===== src/design/ntp_rte_pkg.sv =====
`default_nettype none

package ntp_rte_pkg;

    localparam int unsigned QUEUE_DEPTH_DEFAULT = 4;

    localparam logic [5:0]  FULL_LENGTH     = 6'd48;
    localparam logic [5:0]  STAMP_SEC_FIRST = 6'd40;
    localparam logic [5:0]  STAMP_SEC_LAST  = 6'd43;
    localparam logic [5:0]  STAMP_FRC_FIRST = 6'd44;
    localparam logic [5:0]  STAMP_FRC_LAST  = 6'd47;
    localparam logic [5:0]  POS_HEADER      = 6'd0;
    localparam logic [5:0]  POS_STRATUM     = 6'd1;

    localparam logic [2:0]  MODE_SERVER     = 3'd4;
    localparam logic [7:0]  STRATUM_MIN     = 8'd1;
    localparam logic [7:0]  STRATUM_MAX     = 8'd15;

    localparam logic [31:0] EPOCH_GAP_SECS  = 32'd2208988800;
    localparam logic [19:0] US_PER_SECOND   = 20'd1000000;
    localparam logic [8:0]  US_PER_HALF_MS  = 9'd500;

    typedef enum logic [2:0] {
        ST_OK          = 3'd0,
        ST_SHORT       = 3'd1,
        ST_MODE        = 3'd2,
        ST_STRATUM     = 3'd3,
        ST_BEFORE_1970 = 3'd4
    } t_status;

    typedef struct packed {
        logic [7:0]  payload_byte;
        logic        is_last;
        logic [11:0] round_trip_ms;
    } t_in_beat;

    typedef struct packed {
        logic        time_valid;
        logic [2:0]  status;
        logic [30:0] unix_seconds;
        logic [19:0] microseconds;
    } t_out_beat;

    // One finished reply, classified, handed from the front to the back.
    typedef struct packed {
        t_status     status;
        logic [31:0] seconds;
        logic [31:0] fraction;
        logic [11:0] round_trip_ms;
    } t_job;

endpackage

`default_nettype wire


===== src/design/ntp_reply_time_extractor.sv =====
// A reply of any length gives its result through a small job queue and a three-stage
// arithmetic pipeline (stage 1, stage 2, result beat) once its last byte is accepted.
// Throughput: one payload byte per cycle while full is low.
// full rises only when the job queue holds QUEUE_DEPTH unfinished replies.
// Reset is synchronous and active low; it clears the byte count, queue and
// pipeline valids, and needs no clearing pass.
`default_nettype none

module ntp_reply_time_extractor
    import ntp_rte_pkg::*;
#(
    parameter int unsigned QUEUE_DEPTH = QUEUE_DEPTH_DEFAULT
) (
    input  wire logic     i_clk,
    input  wire logic     i_rst_n,
    input  wire logic     push,
    output logic          full,
    input  wire t_in_beat i_item,
    output logic          empty,
    input  wire logic     pop,
    output t_out_beat     o_result
);

    logic w_accept;
    logic w_job_push;
    logic w_job_pop;
    logic w_q_full;
    logic w_q_empty;
    t_job w_job_in;
    t_job w_job_out;

    assign full     = w_q_full;
    assign w_accept = push && !w_q_full;

    ntp_rte_front u_front (
        .i_clk      (i_clk),
        .i_rst_n    (i_rst_n),
        .i_accept   (w_accept),
        .i_item     (i_item),
        .o_job_push (w_job_push),
        .o_job      (w_job_in)
    );

    ntp_rte_queue #(
        .DEPTH (QUEUE_DEPTH)
    ) u_queue (
        .i_clk   (i_clk),
        .i_rst_n (i_rst_n),
        .i_push  (w_job_push),
        .i_job   (w_job_in),
        .o_full  (w_q_full),
        .i_pop   (w_job_pop),
        .o_empty (w_q_empty),
        .o_job   (w_job_out)
    );

    ntp_rte_back u_back (
        .i_clk       (i_clk),
        .i_rst_n     (i_rst_n),
        .i_job_valid (!w_q_empty),
        .i_job       (w_job_out),
        .o_job_pop   (w_job_pop),
        .i_pop       (pop),
        .o_empty     (empty),
        .o_result    (o_result)
    );

    a_valid_matches_status: assert property (@(posedge i_clk) disable iff (!i_rst_n)
        !empty |-> (o_result.time_valid == (o_result.status == ST_OK)))
        else $error("time_valid disagrees with status");

    a_failed_fields_zero: assert property (@(posedge i_clk) disable iff (!i_rst_n)
        (!empty && !o_result.time_valid) |->
            (o_result.unix_seconds == 31'd0 && o_result.microseconds == 20'd0))
        else $error("failed reply carries nonzero time fields");

    a_us_in_range: assert property (@(posedge i_clk) disable iff (!i_rst_n)
        !empty |-> (o_result.microseconds < US_PER_SECOND))
        else $error("microseconds not reduced below one second");

    a_status_known: assert property (@(posedge i_clk) disable iff (!i_rst_n)
        !empty |-> (o_result.status <= ST_BEFORE_1970))
        else $error("status code out of range");

endmodule

`default_nettype wire


===== src/design/ntp_rte_front.sv =====
`default_nettype none

module ntp_rte_front
    import ntp_rte_pkg::*;
(
    input  wire logic     i_clk,
    input  wire logic     i_rst_n,
    input  wire logic     i_accept,
    input  wire t_in_beat i_item,
    output logic          o_job_push,
    output t_job          o_job
);

    logic [5:0]  r_pos,      n_pos;
    logic [7:0]  r_header,   n_header;
    logic [7:0]  r_stratum,  n_stratum;
    logic [31:0] r_seconds,  n_seconds;
    logic [31:0] r_fraction, n_fraction;
    logic [5:0]  w_pos_inc;
    t_status     w_status;

    always_comb begin
        n_header   = r_header;
        n_stratum  = r_stratum;
        n_seconds  = r_seconds;
        n_fraction = r_fraction;
        w_pos_inc  = r_pos;
        if (r_pos < FULL_LENGTH) begin
            w_pos_inc = r_pos + 6'd1;
            if (r_pos == POS_HEADER) begin
                n_header = i_item.payload_byte;
            end
            if (r_pos == POS_STRATUM) begin
                n_stratum = i_item.payload_byte;
            end
            // Timestamp words are big-endian; the low two position bits pick the lane.
            if (r_pos >= STAMP_SEC_FIRST && r_pos <= STAMP_SEC_LAST) begin
                unique case (r_pos[1:0])
                    2'd0: n_seconds[31:24] = i_item.payload_byte;
                    2'd1: n_seconds[23:16] = i_item.payload_byte;
                    2'd2: n_seconds[15:8]  = i_item.payload_byte;
                    2'd3: n_seconds[7:0]   = i_item.payload_byte;
                    default: n_seconds = r_seconds;
                endcase
            end
            if (r_pos >= STAMP_FRC_FIRST && r_pos <= STAMP_FRC_LAST) begin
                unique case (r_pos[1:0])
                    2'd0: n_fraction[31:24] = i_item.payload_byte;
                    2'd1: n_fraction[23:16] = i_item.payload_byte;
                    2'd2: n_fraction[15:8]  = i_item.payload_byte;
                    2'd3: n_fraction[7:0]   = i_item.payload_byte;
                    default: n_fraction = r_fraction;
                endcase
            end
        end

        priority if (w_pos_inc < FULL_LENGTH) begin
            w_status = ST_SHORT;
        end else if (n_header[2:0] != MODE_SERVER) begin
            w_status = ST_MODE;
        end else if (n_stratum < STRATUM_MIN || n_stratum > STRATUM_MAX) begin
            w_status = ST_STRATUM;
        end else if (n_seconds < EPOCH_GAP_SECS) begin
            w_status = ST_BEFORE_1970;
        end else begin
            w_status = ST_OK;
        end

        n_pos = i_item.is_last ? 6'd0 : w_pos_inc;
    end

    always_ff @(posedge i_clk) begin
        if (!i_rst_n) begin
            r_pos <= 6'd0;
        end else if (i_accept) begin
            r_pos <= n_pos;
        end
    end

    // Every captured field is rewritten before a full-length reply can use it.
    always_ff @(posedge i_clk) begin
        if (i_accept) begin
            r_header   <= n_header;
            r_stratum  <= n_stratum;
            r_seconds  <= n_seconds;
            r_fraction <= n_fraction;
        end
    end

    assign o_job_push          = i_accept && i_item.is_last;
    assign o_job.status        = w_status;
    assign o_job.seconds       = n_seconds;
    assign o_job.fraction      = n_fraction;
    assign o_job.round_trip_ms = i_item.round_trip_ms;

endmodule

`default_nettype wire


===== src/design/ntp_rte_queue.sv =====
`default_nettype none

module ntp_rte_queue
    import ntp_rte_pkg::*;
#(
    parameter int unsigned DEPTH = QUEUE_DEPTH_DEFAULT
) (
    input  wire logic i_clk,
    input  wire logic i_rst_n,
    input  wire logic i_push,
    input  wire t_job i_job,
    output logic      o_full,
    input  wire logic i_pop,
    output logic      o_empty,
    output t_job      o_job
);

    localparam int unsigned PW = (DEPTH > 1) ? $clog2(DEPTH) : 1;
    localparam int unsigned CW = $clog2(DEPTH + 1);

    t_job          r_mem [DEPTH];
    logic [PW-1:0] r_wr_ptr, r_rd_ptr;
    logic [CW-1:0] r_count;
    logic          w_do_push, w_do_pop;

    assign o_full    = (r_count == CW'(DEPTH));
    assign o_empty   = (r_count == '0);
    assign w_do_push = i_push && !o_full;
    assign w_do_pop  = i_pop && !o_empty;
    assign o_job     = r_mem[r_rd_ptr];

    always_ff @(posedge i_clk) begin
        if (!i_rst_n) begin
            r_wr_ptr <= '0;
            r_rd_ptr <= '0;
            r_count  <= '0;
        end else begin
            if (w_do_push) begin
                r_wr_ptr <= (r_wr_ptr == PW'(DEPTH - 1)) ? '0 : r_wr_ptr + PW'(1);
            end
            if (w_do_pop) begin
                r_rd_ptr <= (r_rd_ptr == PW'(DEPTH - 1)) ? '0 : r_rd_ptr + PW'(1);
            end
            if (w_do_push && !w_do_pop) begin
                r_count <= r_count + CW'(1);
            end else if (w_do_pop && !w_do_push) begin
                r_count <= r_count - CW'(1);
            end
        end
    end

    always_ff @(posedge i_clk) begin
        if (w_do_push) begin
            r_mem[r_wr_ptr] <= i_job;
        end
    end

endmodule

`default_nettype wire


===== src/design/ntp_rte_back.sv =====
`default_nettype none

module ntp_rte_back
    import ntp_rte_pkg::*;
(
    input  wire logic i_clk,
    input  wire logic i_rst_n,
    input  wire logic i_job_valid,
    input  wire t_job i_job,
    output logic      o_job_pop,
    input  wire logic i_pop,
    output logic      o_empty,
    output t_out_beat o_result
);

    logic        w_advance;

    // Stage 1: offset removal and the two products.
    logic        r_v1;
    t_status     r_st1;
    logic [30:0] r_secs1;
    logic [19:0] r_frac_us1;
    logic [20:0] r_half_rt1;
    logic [51:0] w_frac_prod;
    logic [31:0] w_secs_diff;

    // Stage 2: microsecond sum.
    logic        r_v2;
    t_status     r_st2;
    logic [30:0] r_secs2;
    logic [21:0] r_us_sum2;

    // Stage 3: carry into seconds, result beat.
    logic        r_out_valid;
    t_out_beat   r_out, n_out;
    logic [1:0]  w_carry;
    logic [21:0] w_us_sub;
    logic [21:0] w_us_rem;

    assign w_advance   = !r_out_valid || i_pop;
    assign o_job_pop   = w_advance && i_job_valid;
    assign w_frac_prod = {20'd0, i_job.fraction} * {32'd0, US_PER_SECOND};
    assign w_secs_diff = i_job.seconds - EPOCH_GAP_SECS;

    always_ff @(posedge i_clk) begin
        if (!i_rst_n) begin
            r_v1        <= 1'b0;
            r_v2        <= 1'b0;
            r_out_valid <= 1'b0;
        end else if (w_advance) begin
            r_v1        <= i_job_valid;
            r_v2        <= r_v1;
            r_out_valid <= r_v2;
        end
    end

    always_ff @(posedge i_clk) begin
        if (w_advance) begin
            r_st1      <= i_job.status;
            r_secs1    <= w_secs_diff[30:0];
            r_frac_us1 <= w_frac_prod[51:32];
            r_half_rt1 <= {9'd0, i_job.round_trip_ms} * {12'd0, US_PER_HALF_MS};

            r_st2      <= r_st1;
            r_secs2    <= r_secs1;
            r_us_sum2  <= {2'd0, r_frac_us1} + {1'b0, r_half_rt1};

            r_out      <= n_out;
        end
    end

    // The sum stays below four seconds' worth, so the carry is at most three.
    always_comb begin
        priority if (r_us_sum2 >= 22'(3 * 1000000)) begin
            w_carry  = 2'd3;
            w_us_sub = 22'(3 * 1000000);
        end else if (r_us_sum2 >= 22'(2 * 1000000)) begin
            w_carry  = 2'd2;
            w_us_sub = 22'(2 * 1000000);
        end else if (r_us_sum2 >= {2'd0, US_PER_SECOND}) begin
            w_carry  = 2'd1;
            w_us_sub = {2'd0, US_PER_SECOND};
        end else begin
            w_carry  = 2'd0;
            w_us_sub = 22'd0;
        end
        w_us_rem = r_us_sum2 - w_us_sub;

        n_out.time_valid = (r_st2 == ST_OK);
        n_out.status     = r_st2;
        if (r_st2 == ST_OK) begin
            n_out.unix_seconds = r_secs2 + {29'd0, w_carry};
            n_out.microseconds = w_us_rem[19:0];
        end else begin
            n_out.unix_seconds = 31'd0;
            n_out.microseconds = 20'd0;
        end
    end

    assign o_empty  = !r_out_valid;
    assign o_result = r_out;

endmodule

`default_nettype wire


===== config.mk =====
export PLATFORM = sky130hd
export DESIGN_NAME = ntp_reply_time_extractor
export DESIGN_NICKNAME = d
export VERILOG_FILES = /design/src/design/ntp_rte_pkg.sv /design/src/design/ntp_reply_time_extractor.sv /design/src/design/ntp_rte_front.sv /design/src/design/ntp_rte_queue.sv /design/src/design/ntp_rte_back.sv
export SDC_FILE = /design/constraint.sdc
export NUM_CORES = 1
export LEC_CHECK = 0
export ABC_CLOCK_PERIOD_IN_PS = 14700
export BUFFER_PORTS_ARGS = -buffer_cell sky130_fd_sc_hd__clkbuf_2
export CORE_UTILIZATION = 61
export CTS_CLUSTER_DIAMETER = 150
export DETAILED_ROUTE_END_ITERATION = 8
export GPL_TIMING_DRIVEN = 0
export HOLD_SLACK_MARGIN = 0.08
export PLACE_DENSITY = 0.84
export SLEW_MARGIN = 20
export SYNTH_ARGS = -nofsm -noshare
export SYNTH_HDL_FRONTEND = slang
export SYNTH_SLANG_ARGS = --single-unit

===== constraint.sdc =====
create_clock -name i_clk -period 14.7 [get_ports i_clk]
set_input_delay 1.47 -clock i_clk [delete_from_list [all_inputs] [get_ports i_clk]]
set_output_delay 1.47 -clock i_clk [all_outputs]
set_load 0.005 [all_outputs]

After elaboration in Yosys (flattened, before gate mapping). Memory sizes are Yosys's and may differ from the RTL's. A register that Yosys moved wholly into a read port is not among the register bits. Cells that the tools add are included.

Input port bits: 25. Output and inout bits: 57. Memories: 1. RAM bits: 316. Bits in registers: 275. Word-level logic and storage cells: 111.

$mul: 2. $lt $le $gt $ge: 12. Reduce and logical (&&, ||, !) cells: 21. Multiplexer cells: 36. Add/sub/neg operators: 9. Eq/ne operators: 8.

Memories: u_queue.r_mem (words 4, width 79, rd ports 1, clocked after Yosys merged registers in 1, wr ports 1, line ntp_rte_queue.sv:21) `t_job r_mem [DEPTH];`.

Operators by type and width (number): $mux 32 (4); $mux 8 (10); $mux 20 (3); $mul 32x14->46 const B (1); $lt 32x32->1 const B (1); $add 31x2->31 (1); $sub 31x26->31 const B (1); $mux 3 (8); $add 20x21->22 (1); $ge 22x20->1 const B (1); $ge 22x21->1 const B (1); $ge 22x22->1 const B (1); $sub 20x20->20 (1); $mul 12x7->19 const B (1); $ge 6x6->1 const B (2); $le 6x6->1 const B (2); $lt 6x6->1 const B (2); $mux 2 (6); $mux 6 (2); $logic_and 1x1->1 (9); $eq 2x2->1 const B (4); $gt 8x4->1 const B (1); $lt 8x1->1 const B (1); $add 6x1->6 const B (1); 14 further kinds (23).

Longest topological paths before layout. Gate-level depths: netlist of the first run.

Word-level depth: 9. Gate-level depth with buffers: 25. Depth with buffers taken out: 20.

By module. Synthesis of the first run repeated with hierarchy kept, for this count alone.

Cells, all modules: 2222. Area total of the unflattened synthesis: 32635.0 um^2.

By module, submodules not included: ntp_rte_back (area an instance 16723.5 um^2, times used 1, cells each 1453, seq. area each 5585.4 um^2); ntp_rte_queue (area an instance 11856.4 um^2, times used 1, cells each 464, seq. area each 9669.3 um^2); ntp_rte_front (area an instance 4037.6 um^2, times used 1, cells each 303, seq. area each 2372.3 um^2); ntp_reply_time_extractor (area an instance 17.5 um^2, times used 1, cells each 2, seq. area each 0.0 um^2).

Least setup slack after synthesis of the first run. OpenSTA, ideal clock, no wires.

Kind: reg-to-reg. From: reg with a tool-made name. To: reg u_back.r_frac_us1[19] (data pin). Period minus slack after synthesis: 7432 ps. Arrival time: 7168 ps. Data required time: 14436 ps. Library setup time: 264 ps. Setup slack: 7268 ps. Buffers on the path: 5. Stages on the path, launching flop included: 26. Path through: dfxtp_1 buf_6 buf_4 buf_2 clkbuf_1 buf_2 mux4_2 inv_1 fa_1 inv_1 fa_1 fa_1 fa_1 ha_1 inv_1 fa_1 inv_1 ha_1 and4_1 and4_1 a32oi_1 o21ai_0 o211ai_2 a21oi_1 a211oi_1 xnor2_1.

RTL lines: end signal, assigned (line ntp_rte_back.sv:61) `r_frac_us1 <= w_frac_prod[51:32];`; end, declared (line ntp_rte_back.sv:22) `logic [19:0] r_frac_us1;`.

==> impl_metrics.ini, run 1 <==
[finish]
post-route-cell-area_sq_um = 35400
drive_above_1_share = 0.150
fin_nets = 2731
area_growth_from_synthesis_to_layout_pct = 10.6
final-instance-count-excl-fill = 3027

[die]
core_region_area_sq_um = 51500
placementRows = 83
design.portCount = 82
die_height_microns = 231
die_area_sq_um = 53300
start_util = 0.620
fp.dieW_microns = 231

[critical_path]
critPathMaxFanout = 10
cp.arrival_ps = 9670
timing.critical_path.slowest_cell_delay_ps = 650
crit_path_top_delay_cell = sky130_fd_sc_hd__a2111oi_0
timing.setup.critical_path_class = reg2reg
count_of_buffering_cells_on_the_critical_path_with_inverters_included = 8
timing.critical_path.from_type = flip-flop
most_frequent_cp_cell = sky130_fd_sc_hd__fa_1
critical_path.cell_chain = buf_2, buf_1, clkbuf_1, clkbuf_1, mux4_2, inv_1, fa_1, inv_1, fa_1, fa_1, fa_1, ha_1, inv_1, fa_1, inv_1, ha_1, a21oi_1, o21ai_0, a2111oi_0, o21ai_0, o211ai_2, a21oi_1, a211oi_1, xnor2_1
worst_path_required_ps = 15040
capturing_element_type_of_the_critical_path = flip-flop
cpLargestDelayFamily = adder cells

[drt]
detail-route-antenna-nets = 0
detailedRoute.firstPassIterationCount = 5
detail_route.drc_violations = 0
first_drt_iteration_drcs = 1391
route.final.wire_length_microns = 66500
detailroute.via_count = 18300
routedWlPerCell_microns = 22.0
routed_via_density = 6.04

[synthesis]
synth.top_cell.area_share = 0.537
synthTopCellsByCount = sky130_fd_sc_hd__edfxtp_1, sky130_fd_sc_hd__inv_1, sky130_fd_sc_hd__ha_1
synth_cell_area_sq_um = 32000
post_synth_inst_count = 2148
postSynthRegisterBits = 589
sequential_share_of_the_synthesized_area = 0.548
synth-main-ff-cell = sky130_fd_sc_hd__edfxtp_1
synth_async_sr_flop_share = 0
synth_area_per_cell_sq_um = 14.9
yosys.area.top_type = sky130_fd_sc_hd__edfxtp_1
number_of_flops_mapped_to_enable_cells_by_yosys = 571
ys_top_cells_by_area = sky130_fd_sc_hd__edfxtp_1, sky130_fd_sc_hd__fa_1, sky130_fd_sc_hd__ha_1
synth_fp_nets = 2585
post-synth-top-count-cell = sky130_fd_sc_hd__edfxtp_1
yosysUniqueCellTypes = 70
yosysWarningCount = 0

[placed_design]
post_dp_area_sq_um = 33400
dp_worst_setup_slack_ps = 5390
placement.io_buffers = 78
detailed_place_hpwl_microns = 45500
cell_total_after_placement = 2915
gpl.final_weighted_congestion = 0.899

[timing]
timing.final.ws_setup_ps = 5370
report.final.slew_viol_count = 0
setup_viol_count_final = 0
setup-tns-final_ps = 0
clock_skew_ps = 33.7
hold_viol = 0
fin_crit_sh = 0.635
achievable-frequency_ghz = 0.107
final_critical_path_required_period_ps = 9330
timing_worst_slew_pin_value_ps = 1010
grt_setup_unrepaired = false
max-slew-margin-rel = 0.325

[cts]
path_clk_slew_ps = 60
deepest_level_of_the_cts_h_tree = 2
clock_tree_from_tritoncts = built
cts.sinks = 589
worstSkewPairLatency_ps = 630
ctsHoldBuffers = 0
clock_tree_root_buffer_cell = sky130_fd_sc_hd__clkbuf_16
post-cts-setup-buffer-count = 0
clock_tree.buffer_depth = 3
post_cts_resize_count = 0
cts_buffers = 57

[grt]
met1_track_usage_gr = 0.331
groute.layer.met3.usage = 0.0450
largest_net_degree_at_the_start_of_global_routing = 109
grt-ovfl-total = 0
grt_first_pass_wirelength_microns = 105000
gr-usage-all-layers = 0.257
global_route.peak_usage_layer = met2
grt_antenna_before_repair = 8
grt.met2_usage = 0.435
grt_pass1_vias = 19300

[hold_path]
hp-class = reg2reg

[run_status]
run_status = complete, no violations

[job]
maxCapViolations = 0
## cells by family after synthesis
group	after synthesis	synth area share
DFF	589	0.548
adders and majority gates	412	0.203
and+or+nand+nor	358	0.0562
buffers and inverters	290	0.0347
AOI/OAI and AO/OA	249	0.0504
muxes	153	0.0815
xor gates and xnor gates	97	0.0266
## sequential cells by signal, indices dropped and copies added (netlist names), 2 cells and up, named ones only
name,cells
u_queue.r_mem,312
u_back.o_result,55
u_front.r_fraction,32
u_front.r_seconds,32
u_back.r_secs1,31
u_back.r_secs2,31
u_back.r_us_sum2,22
u_back.r_frac_us1,20
u_back.r_half_rt1,19
u_front.r_stratum,8
u_front.r_pos,6
u_back.r_st1,3
u_back.r_st2,3
u_front.r_header,3
u_queue.r_count,3
u_queue.r_rd_ptr,2
u_queue.r_wr_ptr,2
## layout by cell type, fill, tap and decap left out, types with 9 or more instances in the layout
cell,instances
sky130_fd_sc_hd__clkbuf_1,36
sky130_fd_sc_hd__clkbuf_2,78
sky130_fd_sc_hd__nor3_1,26
sky130_fd_sc_hd__o21ai_0,51
sky130_fd_sc_hd__a31oi_1,15
sky130_fd_sc_hd__nand2b_1,10
sky130_fd_sc_hd__mux2_2,71
sky130_fd_sc_hd__o21a_1,9
sky130_fd_sc_hd__edfxtp_1,571
sky130_fd_sc_hd__ha_1,236
sky130_fd_sc_hd__or2_2,9
sky130_fd_sc_hd__o211ai_1,10
sky130_fd_sc_hd__and2_1,17
sky130_fd_sc_hd__clkinv_1,12
sky130_fd_sc_hd__inv_1,250
sky130_fd_sc_hd__nand2_1,70
sky130_fd_sc_hd__nor2b_1,15
sky130_fd_sc_hd__a21o_1,33
sky130_fd_sc_hd__xnor2_1,50
sky130_fd_sc_hd__o21bai_1,10
sky130_fd_sc_hd__dfxtp_1,18
sky130_fd_sc_hd__mux4_2,76
sky130_fd_sc_hd__nor2_1,94
sky130_fd_sc_hd__a21oi_1,70
sky130_fd_sc_hd__xor2_1,47
sky130_fd_sc_hd__nand3_1,38
sky130_fd_sc_hd__clkbuf_16,58
sky130_fd_sc_hd__or3_1,14
sky130_fd_sc_hd__nand4_1,19
sky130_fd_sc_hd__fa_1,176
## stage by stage
step	utilization	hold slack, ps
finish	0.686	409
global route	0.686	419
CTS	0.686	407
detailed placement	0.649	405
global placement	0.644	401
floorplan	-	400
## layer usage
layer	vias up	wire (microns)
met5	-	52
met4	10	2260
met3	167	4750
met2	731	33100
met1	9163	26400
li1	8198	-
## worst paths after layout
path	from	endpoint	slack (ps)	cells after the start
setup / recovery	flip-flop	u_back.r_frac_us1[19]	5370	24
hold reg to reg	u_back.r_st1[2]	u_back.r_st2[2]	410	0
setup reg to reg	flip-flop	u_back.r_frac_us1[19]	5370	24
hold / removal	u_back.r_st1[2]	u_back.r_st2[2]	410	0
## area by class of cell
cell class | instances | area (sq um)
antenna | 6 | 15.0
buffer | 38 | 164
clock buffer | 69 | 1490
clock inverter | 37 | 432
fill | 3262 | 16200
inverter | 252 | 958
multi-input combinational | 1269 | 13400
sequential | 589 | 17500
tap | 680 | 851
timing repair buffer | 87 | 578
Power of run 1 is left out: the tool's default activity adds up to more than one toggle a clock period on the data nets, which glitch-free logic cannot reach.
==> run 2: changes to the inputs <==
--- a/config.mk
+++ b/config.mk
@@ -5,7 +5,7 @@
 export SDC_FILE = /design/constraint.sdc
 export NUM_CORES = 1
 export LEC_CHECK = 0
-export ABC_CLOCK_PERIOD_IN_PS = 14700
+export ABC_CLOCK_PERIOD_IN_PS = 9600
 export BUFFER_PORTS_ARGS = -buffer_cell sky130_fd_sc_hd__clkbuf_2
 export CORE_UTILIZATION = 61
 export CTS_CLUSTER_DIAMETER = 150
==> constraint.sdc (replaced) <==
create_clock -name i_clk -period 9.6 [get_ports i_clk]
set_input_delay 0.96 -clock i_clk [delete_from_list [all_inputs] [get_ports i_clk]]
set_output_delay 0.96 -clock i_clk [all_outputs]
set_load 0.005 [all_outputs]
==> run 2 against run 1 <==
Worst setup slack worse by 4900 ps. Design area about the same. Clock skew shrank 3.4 ps.
==> impl_metrics.ini, run 2 (same netlist as run 1, synthesis figures left out) <==
[die]
die_height_microns = 231
core_region_area_sq_um = 51500
fp.dieW_microns = 231
design.portCount = 82
start_util = 0.620
placementRows = 83
die_area_sq_um = 53300

[grt]
grt-ovfl-total = 0
grt_first_pass_wirelength_microns = 105000
grt_pass1_vias = 19300
grt_antenna_before_repair = 8
largest_net_degree_at_the_start_of_global_routing = 109
gr-usage-all-layers = 0.257

[finish]
fill_cells = 3263
final_cell_mix = sky130_fd_sc_hd__edfxtp_1, sky130_fd_sc_hd__inv_1, sky130_fd_sc_hd__ha_1
seq_area_sq_um = 17500
biggestRegsByFlops = u_queue.r_mem (312), u_back.o_result (55)
largest_register_ffs = 312
top_register = u_queue.r_mem
drive_above_1_share = 0.151
final-instance-count-excl-fill = 3027
fin_nets = 2731
multiInputGateArea_sq_um = 13400
layout.cells.most_common = sky130_fd_sc_hd__edfxtp_1
final_core_util = 0.686
area_growth_from_synthesis_to_layout_pct = 10.7

[timing]
fin_crit_sh = 0.948
grt_setup_unrepaired = false
max-slew-margin-rel = 0.317
report.final.slew_viol_count = 0
setup-tns-final_ps = 0
final_critical_path_required_period_ps = 9100
clock_skew_ps = 30.3
achievable-frequency_ghz = 0.110
hold_viol = 0
fin_hold_ws_ps = 407
setup_viol_count_final = 0
timing_worst_slew_pin_value_ps = 1020

[drt]
first_drt_iteration_drcs = 1407
route.final.wire_length_microns = 66500
detailroute.via_count = 18300
detail_route.drc_violations = 0
detailedRoute.firstPassIterationCount = 7
detail-route-antenna-nets = 0
routed_via_density = 6.03
routedWlPerCell_microns = 22.0

[critical_path]
critPathMaxFanout = 10
cp.arrival_ps = 9440
timing.setup.critical_path_class = reg2reg
timing.critical_path.from_type = flip-flop
worst_path_required_ps = 9940
capturing_element_type_of_the_critical_path = flip-flop

[placed_design]
gpl.final_weighted_congestion = 0.899
placement.io_buffers = 78
cell_total_after_placement = 2915
detailed_place_hpwl_microns = 45500

[cts]
deepest_level_of_the_cts_h_tree = 2
cts.sinks = 589
path_clk_slew_ps = 60
clock_tree_from_tritoncts = built
post_cts_resize_count = 0
clock_tree.buffer_depth = 3
cts_buffers = 57
worstSkewPairLatency_ps = 620
ctsHoldBuffers = 0
clock_tree_root_buffer_cell = sky130_fd_sc_hd__clkbuf_16
post-cts-setup-buffer-count = 0

[hold_path]
hp-class = reg2reg

[run_status]
run_status = complete, no violations

[job]
maxCapViolations = 0
run 2: cell count changes in the layout (fill, tap and decap cells not counted):
cell and change:
sky130_fd_sc_hd__clkbuf_2 +4, sky130_fd_sc_hd__clkbuf_1 -4
run 2: final cells by class:
| class | count | area share |
|---|---|---|
| sequential | 589 | 0.495 |
| multi-input combinational | 1269 | 0.378 |
| clock buffer | 69 | 0.0422 |
| inverter | 252 | 0.0271 |
| tap | 680 | 0.0241 |
| timing repair buffer | 87 | 0.0163 |
| clock inverter | 37 | 0.0122 |
| buffer | 38 | 0.00478 |
| antenna | 6 | 0.000425 |
run 2: stage by stage:
stage | setup WS (ps) | cell area (sq um)
2_1_floorplan | 2170 | 32000
3_3_place_gp | 340 | 33200
3_5_place_dp | 288 | 33400
4_1_cts | 271 | 35300
5_1_grt | 14.7 | 35300
6_report | 501 | 35400
run 2: worst paths after layout:
path | start | endpoint | slack [ps] | depth (start not counted)
max | flip-flop | u_back.r_frac_us1[19] | 500 | 24
min | u_back.r_st1[2] | u_back.r_st2[2] | 410 | 0
max reg2reg | flip-flop | u_back.r_frac_us1[19] | 500 | 24
min reg2reg | u_back.r_st1[2] | u_back.r_st2[2] | 410 | 0
run 2: worst max-delay path, cell delays in order, from the launching register on:
cell,delay (ps)
sky130_fd_sc_hd__dfxtp_1,520
sky130_fd_sc_hd__buf_2,330
sky130_fd_sc_hd__buf_1,590
sky130_fd_sc_hd__clkbuf_1,560
sky130_fd_sc_hd__clkbuf_2,420
sky130_fd_sc_hd__mux4_2,480
sky130_fd_sc_hd__inv_1,270
sky130_fd_sc_hd__fa_1,460
sky130_fd_sc_hd__inv_1,90
sky130_fd_sc_hd__fa_1,410
sky130_fd_sc_hd__fa_1,580
sky130_fd_sc_hd__fa_1,430
sky130_fd_sc_hd__ha_1,290
sky130_fd_sc_hd__inv_1,50
sky130_fd_sc_hd__fa_1,510
sky130_fd_sc_hd__inv_1,50
sky130_fd_sc_hd__ha_1,360
sky130_fd_sc_hd__a21oi_1,200
sky130_fd_sc_hd__o21ai_0,170
sky130_fd_sc_hd__a2111oi_0,650
sky130_fd_sc_hd__o21ai_0,340
sky130_fd_sc_hd__o211ai_2,330
sky130_fd_sc_hd__a21oi_1,190
sky130_fd_sc_hd__a211oi_1,340
sky130_fd_sc_hd__xnor2_1,200
run 2: metal layers:
layer	global-route usage	share of wire	wire (microns)
met5	0	0.00078	52
met4	0.101	0.034	2280
met3	0.0450	0.069	4600
met2	0.435	0.50	33100
met1	0.331	0.40	26400
Power of run 2 is left out for the same reason.
